## src/rtl/timed_servo_move_interpolator_unit_defines.svh

```systemverilog
// Assertion macros shared by the servo move interpolator RTL.
`ifndef TIMED_SERVO_MOVE_INTERPOLATOR_UNIT_DEFINES_SVH
`define TIMED_SERVO_MOVE_INTERPOLATOR_UNIT_DEFINES_SVH

// Check a property on every rising clock edge outside reset.
`define TSMI_ASSERT_ALWAYS(label, expr, msg) \
   label: assert property (@(posedge clock) disable iff (reset) (expr)) else $error(msg);

// Check that a condition leads to a consequence on the following edge.
`define TSMI_ASSERT_NEXT(label, ante, cons, msg) \
   label: assert property (@(posedge clock) disable iff (reset) (ante) |=> (cons)) \
      else $error(msg);

`endif

```

## src/rtl/tsmi_pkg.sv

```systemverilog
// Types, constants and helper functions of the servo move interpolator.
package tsmi_pkg;

   localparam int TIME_BITS      = 15;
   localparam int ANGLE_BITS     = 8;
   localparam int QUOT_BITS      = 8;
   localparam int NUM_BITS       = TIME_BITS + ANGLE_BITS;
   localparam int STEP_BITS      = $clog2(QUOT_BITS);
   localparam int CSR_INDEX_BITS = 2;

   localparam logic [ANGLE_BITS-1:0] ANGLE_LIMIT    = 8'd180;
   localparam logic [ANGLE_BITS-1:0] RESET_ANGLE    = 8'd90;
   localparam logic [ANGLE_BITS-1:0] MIN_ANGLE_INIT = 8'd0;
   localparam logic [ANGLE_BITS-1:0] MAX_ANGLE_INIT = 8'd180;
   localparam logic [63:0]           TIME_MAX       = (64'd1 << TIME_BITS) - 64'd1;

   localparam logic [1:0] MODE_TICK     = 2'd0;
   localparam logic [1:0] MODE_POSITION = 2'd1;
   localparam logic [1:0] MODE_TIMED    = 2'd2;

   localparam logic [CSR_INDEX_BITS-1:0] CSR_MIN_ANGLE = 2'd0;
   localparam logic [CSR_INDEX_BITS-1:0] CSR_MAX_ANGLE = 2'd1;

   typedef struct packed {
      logic [1:0]         mode;
      logic signed [15:0] angle;
      logic signed [15:0] move_time;
   } req_type;

   typedef struct packed {
      logic [ANGLE_BITS-1:0] servo_angle;
      logic                  moving;
      logic                  finished;
   } rsp_type;

   function automatic logic [ANGLE_BITS-1:0] cap_angle(input logic [ANGLE_BITS-1:0] a);
      return (a > ANGLE_LIMIT) ? ANGLE_LIMIT : a;
   endfunction

   // Clamp to min first, then max, so max wins when the limits cross.
   function automatic logic [ANGLE_BITS-1:0] clamp_angle(
      input logic signed [15:0]     a,
      input logic [ANGLE_BITS-1:0]  lo,
      input logic [ANGLE_BITS-1:0]  hi
   );
      logic signed [16:0] v;
      logic signed [16:0] slo;
      logic signed [16:0] shi;
      v   = {a[15], a};
      slo = signed'({9'b0, lo});
      shi = signed'({9'b0, hi});
      if (v < slo) v = slo;
      if (v > shi) v = shi;
      return v[ANGLE_BITS-1:0];
   endfunction

endpackage

```

## src/rtl/timed_servo_move_interpolator_unit.sv

```systemverilog
// Servo move interpolator: timed linear ramp of a servo angle.
//
// Usage
//   req channel (req_valid / req_stall / req_data) carries one item: a
//   millisecond tick, an immediate position, or a timed move. Every item
//   gives exactly one transfer on the rsp channel (rsp_valid / rsp_stall /
//   rsp_data) with the commanded angle, the moving flag and the finished flag.
//   csr port (csr_valid / csr_ready / csr_index / csr_wdata) writes min_angle
//   (index 0) and max_angle (index 1); write it only while the block is idle.
// Flow
//   Every item is decoded and then emitted. A tick that advances a running
//   ramp without ending it also passes a multiply for elapsed*|delta| and the
//   steps of a shared restoring divider stage (one quotient bit a cycle).
//   req_stall is high until the item's result sits in the rsp register, so the
//   block takes no new item before it is through with the previous one.
// Reset
//   Synchronous, active high: angle 90, no ramp, limits 0 and 180, rsp empty.
// Back pressure
//   A held rsp result stays stable under rsp_stall; the next item may be taken
//   meanwhile, but its result waits until the output register frees up.
module timed_servo_move_interpolator_unit (
   input  logic                                clock,
   input  logic                                reset,
   input  logic                                req_valid,
   output logic                                req_stall,
   input  tsmi_pkg::req_type                   req_data,
   output logic                                rsp_valid,
   input  logic                                rsp_stall,
   output tsmi_pkg::rsp_type                   rsp_data,
   input  logic                                csr_valid,
   output logic                                csr_ready,
   input  logic [tsmi_pkg::CSR_INDEX_BITS-1:0] csr_index,
   input  logic [7:0]                          csr_wdata
);
   import tsmi_pkg::*;

   `include "timed_servo_move_interpolator_unit_defines.svh"

   localparam logic [2:0] ST_IDLE = 3'd0;
   localparam logic [2:0] ST_EXEC = 3'd1;
   localparam logic [2:0] ST_MUL  = 3'd2;
   localparam logic [2:0] ST_DIV  = 3'd3;
   localparam logic [2:0] ST_EMIT = 3'd4;

   // control state
   logic [2:0]            state_ff, state_in;
   logic                  active_ff, active_in;
   logic [ANGLE_BITS-1:0] current_ff, current_in;
   logic [ANGLE_BITS-1:0] min_ff, min_in;
   logic [ANGLE_BITS-1:0] max_ff, max_in;
   logic [ANGLE_BITS-1:0] start_ff, start_in;
   logic [ANGLE_BITS-1:0] target_ff, target_in;
   logic [TIME_BITS-1:0]  elapsed_ff, elapsed_in;
   logic [TIME_BITS-1:0]  duration_ff, duration_in;
   logic                  rsp_valid_ff, rsp_valid_in;

   // datapath
   req_type               item_ff, item_in;
   rsp_type               rsp_data_ff, rsp_data_in;
   logic                  done_ff, done_in;
   logic                  neg_ff, neg_in;
   logic [ANGLE_BITS-1:0] mag_ff, mag_in;
   logic [NUM_BITS-1:0]   rem_ff, rem_in;
   logic [QUOT_BITS-1:0]  quot_ff, quot_in;
   logic [STEP_BITS-1:0]  cnt_ff, cnt_in;

   logic                  req_xfer;
   logic                  slot_free;
   logic                  set_now;
   logic [ANGLE_BITS-1:0] clamped;
   logic [63:0]           dur_wide;
   logic [TIME_BITS-1:0]  dur_sat;
   logic [TIME_BITS-1:0]  elapsed_step;
   logic [NUM_BITS-1:0]   den_shift;
   logic                  div_ge;
   logic [NUM_BITS-1:0]   rem_next;
   logic [QUOT_BITS-1:0]  quot_next;

   assign req_stall = (state_ff != ST_IDLE);
   assign req_xfer  = req_valid && !req_stall;
   assign csr_ready = 1'b1;
   assign rsp_valid = rsp_valid_ff;
   assign rsp_data  = rsp_data_ff;
   assign slot_free = !rsp_valid_ff || !rsp_stall;

   // decode of the held item
   assign set_now = (item_ff.mode == MODE_POSITION) ||
                    ((item_ff.mode == MODE_TIMED) && (item_ff.move_time <= 16'sd0));
   assign clamped = clamp_angle(item_ff.angle, cap_angle(min_ff), cap_angle(max_ff));
   assign dur_wide = 64'(unsigned'(item_ff.move_time));
   assign dur_sat  = (dur_wide > TIME_MAX) ? TIME_MAX[TIME_BITS-1:0]
                                           : dur_wide[TIME_BITS-1:0];
   assign elapsed_step = (elapsed_ff < duration_ff) ? elapsed_ff + TIME_BITS'(1)
                                                     : elapsed_ff;

   // shared divider stage: one restoring step per cycle, quotient msb first
   assign den_shift = NUM_BITS'(duration_ff) << cnt_ff;
   assign div_ge    = (rem_ff >= den_shift);
   assign rem_next  = div_ge ? rem_ff - den_shift : rem_ff;
   assign quot_next = {quot_ff[QUOT_BITS-2:0], div_ge};

   always_comb begin
      state_in     = state_ff;
      active_in    = active_ff;
      current_in   = current_ff;
      min_in       = min_ff;
      max_in       = max_ff;
      start_in     = start_ff;
      target_in    = target_ff;
      elapsed_in   = elapsed_ff;
      duration_in  = duration_ff;
      rsp_valid_in = rsp_valid_ff;
      item_in      = item_ff;
      rsp_data_in  = rsp_data_ff;
      done_in      = done_ff;
      neg_in       = neg_ff;
      mag_in       = mag_ff;
      rem_in       = rem_ff;
      quot_in      = quot_ff;
      cnt_in       = cnt_ff;

      if (csr_valid && csr_ready) begin
         case (csr_index)
            CSR_MIN_ANGLE: min_in = csr_wdata;
            CSR_MAX_ANGLE: max_in = csr_wdata;
            default: ;
         endcase
      end

      // drop the output once the receiver takes it
      if (rsp_valid_ff && !rsp_stall) rsp_valid_in = 1'b0;

      case (state_ff)
         ST_IDLE: begin
            if (req_xfer) begin
               item_in  = req_data;
               state_in = ST_EXEC;
            end
         end
         ST_EXEC: begin
            done_in  = 1'b0;
            state_in = ST_EMIT;
            if (set_now) begin
               active_in  = 1'b0;
               current_in = clamped;
            end else if (item_ff.mode == MODE_TIMED) begin
               start_in    = current_ff;
               target_in   = clamped;
               elapsed_in  = '0;
               duration_in = dur_sat;
               active_in   = 1'b1;
            end else if ((item_ff.mode == MODE_TICK) && active_ff) begin
               elapsed_in = elapsed_step;
               if (elapsed_step >= duration_ff) begin
                  current_in = target_ff;
                  active_in  = 1'b0;
                  done_in    = 1'b1;
               end else begin
                  neg_in   = (target_ff < start_ff);
                  mag_in   = (target_ff < start_ff) ? start_ff - target_ff
                                                    : target_ff - start_ff;
                  state_in = ST_MUL;
               end
            end
         end
         ST_MUL: begin
            rem_in   = NUM_BITS'(elapsed_ff) * NUM_BITS'(mag_ff);
            quot_in  = '0;
            cnt_in   = STEP_BITS'(QUOT_BITS - 1);
            state_in = ST_DIV;
         end
         ST_DIV: begin
            rem_in  = rem_next;
            quot_in = quot_next;
            cnt_in  = cnt_ff - STEP_BITS'(1);
            if (cnt_ff == '0) begin
               // floor toward minus infinity on a falling ramp
               if (neg_ff) begin
                  current_in = start_ff - quot_next - ANGLE_BITS'(rem_next != '0);
               end else begin
                  current_in = start_ff + quot_next;
               end
               state_in = ST_EMIT;
            end
         end
         ST_EMIT: begin
            if (slot_free) begin
               rsp_valid_in            = 1'b1;
               rsp_data_in.servo_angle = current_ff;
               rsp_data_in.moving      = active_ff;
               rsp_data_in.finished    = done_ff;
               state_in                = ST_IDLE;
            end
         end
         default: state_in = ST_IDLE;
      endcase
   end

   always_ff @(posedge clock) begin
      if (reset) begin
         state_ff     <= ST_IDLE;
         active_ff    <= 1'b0;
         current_ff   <= RESET_ANGLE;
         min_ff       <= MIN_ANGLE_INIT;
         max_ff       <= MAX_ANGLE_INIT;
         start_ff     <= '0;
         target_ff    <= '0;
         elapsed_ff   <= '0;
         duration_ff  <= '0;
         rsp_valid_ff <= 1'b0;
      end else begin
         state_ff     <= state_in;
         active_ff    <= active_in;
         current_ff   <= current_in;
         min_ff       <= min_in;
         max_ff       <= max_in;
         start_ff     <= start_in;
         target_ff    <= target_in;
         elapsed_ff   <= elapsed_in;
         duration_ff  <= duration_in;
         rsp_valid_ff <= rsp_valid_in;
      end
   end

   always_ff @(posedge clock) begin
      item_ff     <= item_in;
      rsp_data_ff <= rsp_data_in;
      done_ff     <= done_in;
      neg_ff      <= neg_in;
      mag_ff      <= mag_in;
      rem_ff      <= rem_in;
      quot_ff     <= quot_in;
      cnt_ff      <= cnt_in;
   end

   // a running ramp never reaches its duration without ending
   `TSMI_ASSERT_ALWAYS(a_ramp_in_range, !active_ff || (elapsed_ff < duration_ff), "ramp elapsed at or past duration")
   // the commanded angle stays within the servo range
   `TSMI_ASSERT_ALWAYS(a_angle_limit, current_ff <= ANGLE_LIMIT, "commanded angle above limit")
   // an accepted item is decoded on the next cycle
   `TSMI_ASSERT_NEXT(a_accept_exec, req_xfer, state_ff == ST_EXEC, "accepted item not decoded")

endmodule
```

## config.mk

```make
export PLATFORM = sky130hd
export DESIGN_NAME = timed_servo_move_interpolator_unit
export DESIGN_NICKNAME = d
export VERILOG_FILES = /design/src/rtl/tsmi_pkg.sv /design/src/rtl/timed_servo_move_interpolator_unit.sv
export VERILOG_INCLUDE_DIRS = /design/src /design/src/rtl
export SDC_FILE = /design/constraint.sdc
export NUM_CORES = 1
export LEC_CHECK = 0
export BUFFER_PORTS_ARGS = -buffer_cell sky130_fd_sc_hd__buf_2
export CORE_ASPECT_RATIO = 1.2
export CORE_UTILIZATION = 35
export DETAILED_ROUTE_END_ITERATION = 8
export HOLD_SLACK_MARGIN = 0.05
export PLACE_DENSITY_LB_ADDON = 0.05
export SLEW_MARGIN = 15
export SYNTH_ARGS = -nofsm -noshare
export SYNTH_HDL_FRONTEND = slang
export SYNTH_SLANG_ARGS = --single-unit
```

## constraint.sdc

```tcl
create_clock -name clock -period 10.1 [get_ports clock]
set_input_delay 0.505 -clock clock [delete_from_list [all_inputs] [get_ports clock]]
set_output_delay 0.505 -clock clock [all_outputs]
set_load 0.05 [all_outputs]
```

Yosys cells after proc, flatten, opt, wreduce, memory -nomap -nowiden
Cells that the tools add are included.
- $add $sub $neg: 8
- multipliers: 1
- order comparisons: 10
- equal/unequal tests: 13
- shift-type cells: 1
- muxes and demuxes: 36
- bitwise gates (word level): 4
- reduce and logical (&&, ||, !) cells: 31
- operators by type and width (operator ; count):
    8-bit 2-to-1 mux ; 10
    15-bit 2-to-1 mux ; 4
    23-bit case mux with 2 select lines ; 1
    8-bit subtractor ; 3
    23-bit greater-or-equal comparator ; 1
    15-bit by 8-bit multiplier with 23-bit output ; 1
    23-bit 2-to-1 mux ; 1
    23-bit nonzero test ; 1
    15-bit by 3-bit << shifter with 23-bit output ; 1
    23-bit subtractor ; 1
    3-bit 2-to-1 mux ; 7
    17-bit by 9-bit > comparator with 1-bit output ; 1
    17-bit 2-to-1 mux ; 1
    16-bit by 15-bit > comparator with 1-bit output (second input constant) ; 1
    8-bit > comparator (second input constant) ; 2
    16-bit by 1-bit <= comparator with 1-bit output (second input constant) ; 1
    16-bit by 9-bit < comparator with 1-bit output ; 1
    8-bit case mux with 2 select lines ; 1
    15-bit by 1-bit adder with 15-bit output (second input constant) ; 1
    15-bit greater-or-equal comparator ; 1
    15-bit < comparator ; 1
    3-bit case mux with 5 select lines ; 1
    7-bit case mux with 2 select lines ; 1
    3-bit AND reduction ; 4
    24 further kinds ; 56
- register bits: 162
- input port bits: 49
- logic and storage cells: 126

Depth between registers and ports, before layout
- word-level depth: 8
- mapped depth: 33
- gate-level depth less buffers: 29

Least setup slack after synthesis
OpenSTA, ideal clock, no wires.
- kind: flip-flop to flip-flop
- from: register cnt_ff[0]
- to: register current_ff[7]
- library setup time: 0.127 ns
- data arrival time: 5.601 ns
- path slack: 4.372 ns
- cell stages (with the launch flop): 28
- buffers on the path: 2
- path through: edfxtp_1 clkbuf_1 buf_1 mux2i_1 a21oi_1 mux2i_1 ha_1 a21o_1 a31o_2 o21ai_1 a21oi_2 or3_1 a211oi_1 nand4_1 nor4_1 nor2_1 fa_1 inv_1 ha_1 o21ai_0 nand3b_1 a31oi_1 o21ai_0 xor2_1 a22oi_1 xnor2_1 o2111ai_1 o21ai_0
- longest elaborated chain between the ends: 8
- elaborated cells between the ends (all ways): 14
- those cells by class: add/sub (4); order compare (1); eq/ne (1); shift (1); mux (4); reduce/logical (3)
- ends and longest elaborated chain (element ; RTL line ; RTL):
    start, declared ; timed_servo_move_interpolator_unit.sv:65 ; logic [STEP_BITS-1:0] cnt_ff, cnt_in;
    start signal, assigned ; timed_servo_move_interpolator_unit.sv:233 ; cnt_ff <= cnt_in;
    branches (longest 8 deep; another with 23-bit greater-or-equal comparator) ; -- ;
    end signal, assigned ; timed_servo_move_interpolator_unit.sv:214 ; current_ff <= current_in;
    end, declared ; timed_servo_move_interpolator_unit.sv:48 ; logic [ANGLE_BITS-1:0] current_ff, current_in;
Several ways; the timed one is not identified. The select of a mux whose other input is x is not followed.
A chain may end at the register's enable or synchronous reset.

Worst setup path in the final report
- from: register cnt_ff[1]
- to: register current_ff[7]
Same word-level chain as after synthesis.

==> results.md <==
- The run finished with clean final reports.
- The worst register-to-register path has a depth of 26.
- The die covers 43200 um2.
- Yosys attributes the largest share of cell area to sky130_fd_sc_hd__edfxtp_1, sky130_fd_sc_hd__ha_1, sky130_fd_sc_hd__fa_1.
- The warning count from the yosys run is 0.
- The total grt overflow is 0.
- The buffers plus inverters on the worst setup path is 2.
- The count of flip-flops with a built-in enable after synthesis is 87.
- The H-tree was split into 4 levels.
- After synthesis, flip-flops and latches occupy 27.8% of the total area.
- The worst register-to-register path has a setup slack of 2510 ps.
- For the worst-skew pair, the clock arrives at the later sink with an insertion delay of 460 ps.
- The leakage power total is 6.93 nW.
- For the pin with the worst max-slew slack, the measured transition is 1110 ps.
- The detail route stage leaves a number of antenna-violating nets equal to 0.
- The total CTS buffers is 17.
- The post-synthesis instance area is 14800 um2.
- The routed layout has 11900 vias.
- The clock drives 162 sinks.
- The number of hold buffers added after cts is 0.
- The post-synth net total is a little under 2000.
- The number of setup buffers added after CTS is 0.
- The achievable clock frequency is ~130 MHz.
- In the synthesized netlist the dominant register cell turns out to be sky130_fd_sc_hd__edfxtp_1.
- Power comes to between 1.5 and 2 mW.
- TritonCTS built the clock tree.
- The effective utilization at floorplan is 35.5%.
- The largest individual stage delay along the critical path comes from the cell sky130_fd_sc_hd__edfxtp_1.
- For this block, the initial DRC count from the detailed router was 538.
- By count the netlist is led by sky130_fd_sc_hd__nand2_1, sky130_fd_sc_hd__inv_1, sky130_fd_sc_hd__ha_1.
- The DRC violation count after routing is 0.
- The number of placement rows is a little over 80.
- Synthesis inferred around 160 register bits.
- The nature of the critical path startpoint is a flip-flop.
- The origin of the worst min-delay path is req_data[27].
- Before antenna repair, the detailed router went through 5 iterations.
- The final-report hold violation count is 0.
- The shortest clock period the worst path allows after layout is 7590 ps.
- During I/O placement, the number of pins put on the boundary was 62.
- For this run, the slowest stage of the critical path takes 810 ps.
- Prior to clock tree synthesis, the placed netlist has a worst setup slack of 2650 ps.
- The worst setup path is captured at a flip-flop.
- The maximum number of pins on one net before global-route repair is 56.
- Measured against its own limit, the worst slew margin works out to 26.0%.
- The worst hold endpoint is item_ff[27]$_DFFE_PP_.
- The most frequent cell on the critical path is sky130_fd_sc_hd__o21ai_0.
- The antenna diode count is 0.
- The number of buffers between clock root and the deepest sink is 2.
- The number of port buffers is 60.
- The number of cells produced by synthesis is 1672.
- Global routing used a little over a fifth of the available tracks across all layers.
- After synthesis, the share of flip-flops with an asynchronous set or reset is 0%.
- The max-capacitance violation count is 0.
- Along the worst hold path, the cell count comes to 1.
- The arrival time of data at the critical path endpoint is 7910 ps.
- The instance area at placement is 15600 um2.
- The global-route wire length before repair is between 60000 and 70000 um.
- The area added between synthesis and finish is 9.42%.
- The initial antenna violation count is 0.
- The clock input transition at the sequential cells of the worst setup and hold paths is 70 ps.
- The biggest area consumer among synthesized cells is sky130_fd_sc_hd__edfxtp_1.
- The final sum of negative setup slack is 0 ps.
- In the post-route analysis, the smallest setup slack over all paths is between 2000 and 3000 ps.
- The number of gates given a new drive strength after cts is 0.
- Setup violations remaining at the end of the flow were counted as 0.
- The final worst-path cycle share is 75.2%.
- The number of distinct library cells after synthesis is 76.
- The routed length per placed instance is 19.4 um.
- The synthesized design devotes to its leading area cell type 17.6% of total area.
- Clock tree synthesis selected as its root buffer the cell sky130_fd_sc_hd__clkbuf_16.
- Cells with a size suffix above 1 make up around 8.2% of the layout.
- The final number of max-transition violations is 0.
- Measured along the y axis, the die boundary spans 227 um.
- The start of the worst register-to-register path is cnt_ff[1]$_SDFFCE_PN1P_.
- The finished layout holds roughly 2200 standard cells, fillers aside.
- In this run the standard cell core region covers 41800 um2.
- The total instance count after detailed placement is between 2000 and 2500.
- By startpoint and endpoint, the worst setup path is classified as flip-flop to flip-flop.
- The congestion estimate from routability-driven global placement came to between 0.8 and 0.9.
- The aggregate routed wire length is 43600 um.
- The die is 190 um wide.
- The end of the worst register-to-register path is current_ff[7]$_SDFFE_PP0P_.
- For the worst setup path, the data required time is 10420 ps.
- The cell family contributing the most delay on the critical path is compound AO/OA/AOI/OAI gates.
- Between clock sinks in the finished design, the worst skew comes to 10.1 ps.
- The power per cell area is 96.6 nW/um2.
- The type of the worst min-delay path is input port to flip-flop.
- The largest fanout on the critical path is 22.
- The average cell area after synthesis is 8.86 um2.
- The via count of the first global-routing pass is 12200.
- Setup repair after global routing left no endpoint under its margin.
- After detailed routing, the number of vias per cell comes to 5.30.
- sky130_fd_sc_hd__nand2_1 is the most common cell in the netlist.
- The peak supply drop is 0.000124 V.
- Detailed placement finished with a half-perimeter wire length of around 35000 um.
- The area of all placed cells without fillers is 16200 um2.
- For this run, the post-layout net count is 1971.
[per-stage QoR]
stage	util, %	hold slack, ps
3_5_place_dp	37.4	411
5_1_grt	38.8	191
4_1_cts	38.8	193
6_report	38.8	216
3_3_place_gp	37.4	403
2_1_floorplan	-	400
[per-layer routing]
metal / vias up / track usage [%] / wire [um]
met1: 5803 / 23.6 / 18600
met2: 168 / 39.1 / 22600
li1: 5874 / - / -
met3: 64 / 2.62 / 863
met4: 0 / 8.53 / 1520
met5: - / 0 / 0
[cell families after synthesis]
logic type | Yosys count | synth area share (%)
muxes | 62 | 4.68
xor gates and xnor gates | 60 | 3.55
adders and majority gates | 234 | 24.0
DFF | 162 | 27.8
and+or+nand+nor | 544 | 17.6
buffers and inverters | 243 | 6.29
other | 1 | 0.0253
AOI/OAI and AO/OA | 366 | 16.1
[how the worst max path moves through the flow]
stage                            startpoint                          to  slack (ps)  cells past startpoint
finish              cnt_ff[1]$_SDFFCE_PN1P_  current_ff[7]$_SDFFE_PP0P_        2510                     26
global route        cnt_ff[1]$_SDFFCE_PN1P_  current_ff[7]$_SDFFE_PP0P_        2020                     26
CTS                 cnt_ff[1]$_SDFFCE_PN1P_  current_ff[7]$_SDFFE_PP0P_        2580                     26
detailed placement  cnt_ff[1]$_SDFFCE_PN1P_  current_ff[7]$_SDFFE_PP0P_        2650                     26
global placement    cnt_ff[1]$_SDFFCE_PN1P_  current_ff[7]$_SDFFE_PP0P_        2790                     26
floorplan           cnt_ff[0]$_SDFFCE_PN1P_  current_ff[7]$_SDFFE_PP0P_        4370                     27
[cell usage in the layout (no fill, tap or decap), types with 18 or more instances in the layout]
cell type / count
sky130_fd_sc_hd__nor2_1: 98
sky130_fd_sc_hd__inv_1: 162
sky130_fd_sc_hd__xor2_1: 22
sky130_fd_sc_hd__and3_1: 18
sky130_fd_sc_hd__a21oi_1: 100
sky130_fd_sc_hd__buf_2: 60
sky130_fd_sc_hd__xnor2_1: 38
sky130_fd_sc_hd__nand2_1: 206
sky130_fd_sc_hd__dfxtp_1: 75
sky130_fd_sc_hd__o21ai_0: 73
sky130_fd_sc_hd__fa_1: 84
sky130_fd_sc_hd__ha_1: 150
sky130_fd_sc_hd__and2_1: 64
sky130_fd_sc_hd__a21o_1: 22
sky130_fd_sc_hd__mux2i_1: 49
sky130_fd_sc_hd__nor3_1: 38
sky130_fd_sc_hd__a31oi_1: 35
sky130_fd_sc_hd__edfxtp_1: 87
sky130_fd_sc_hd__a211oi_1: 26
sky130_fd_sc_hd__nand3_1: 23
[state kept, by name, summed over array words and instances, names as in the netlist, 3 cells and up]
name         count
max_ff           8
state_ff         3
rsp_data        10
dur_wide        16
quot_ff          7
rem_ff          23
elapsed_ff      15
mag_ff           8
item_ff         18
duration_ff     15
min_ff           8
cnt_ff           3
start_ff         8
current_ff       8
target_ff        8
[power by group]
part           internal (mW)  switching [mW]  total [mW]
clock network          0.371           0.307       0.678
registers              0.711          0.0150       0.726
logic                 0.0631           0.100       0.164
total                   1.14           0.422        1.57
[area by class of cell]
cell class	count	area (um2)
Clock buffer	17	425
Tap cell	546	683
Fill cell	4289	25500
Inverter	165	619
Sequential cell	162	4110
Timing Repair Buffer	75	413
Multi-Input combinational cell	1267	9790
Clock inverter	15	173
(Power assumes the default switching activity.)
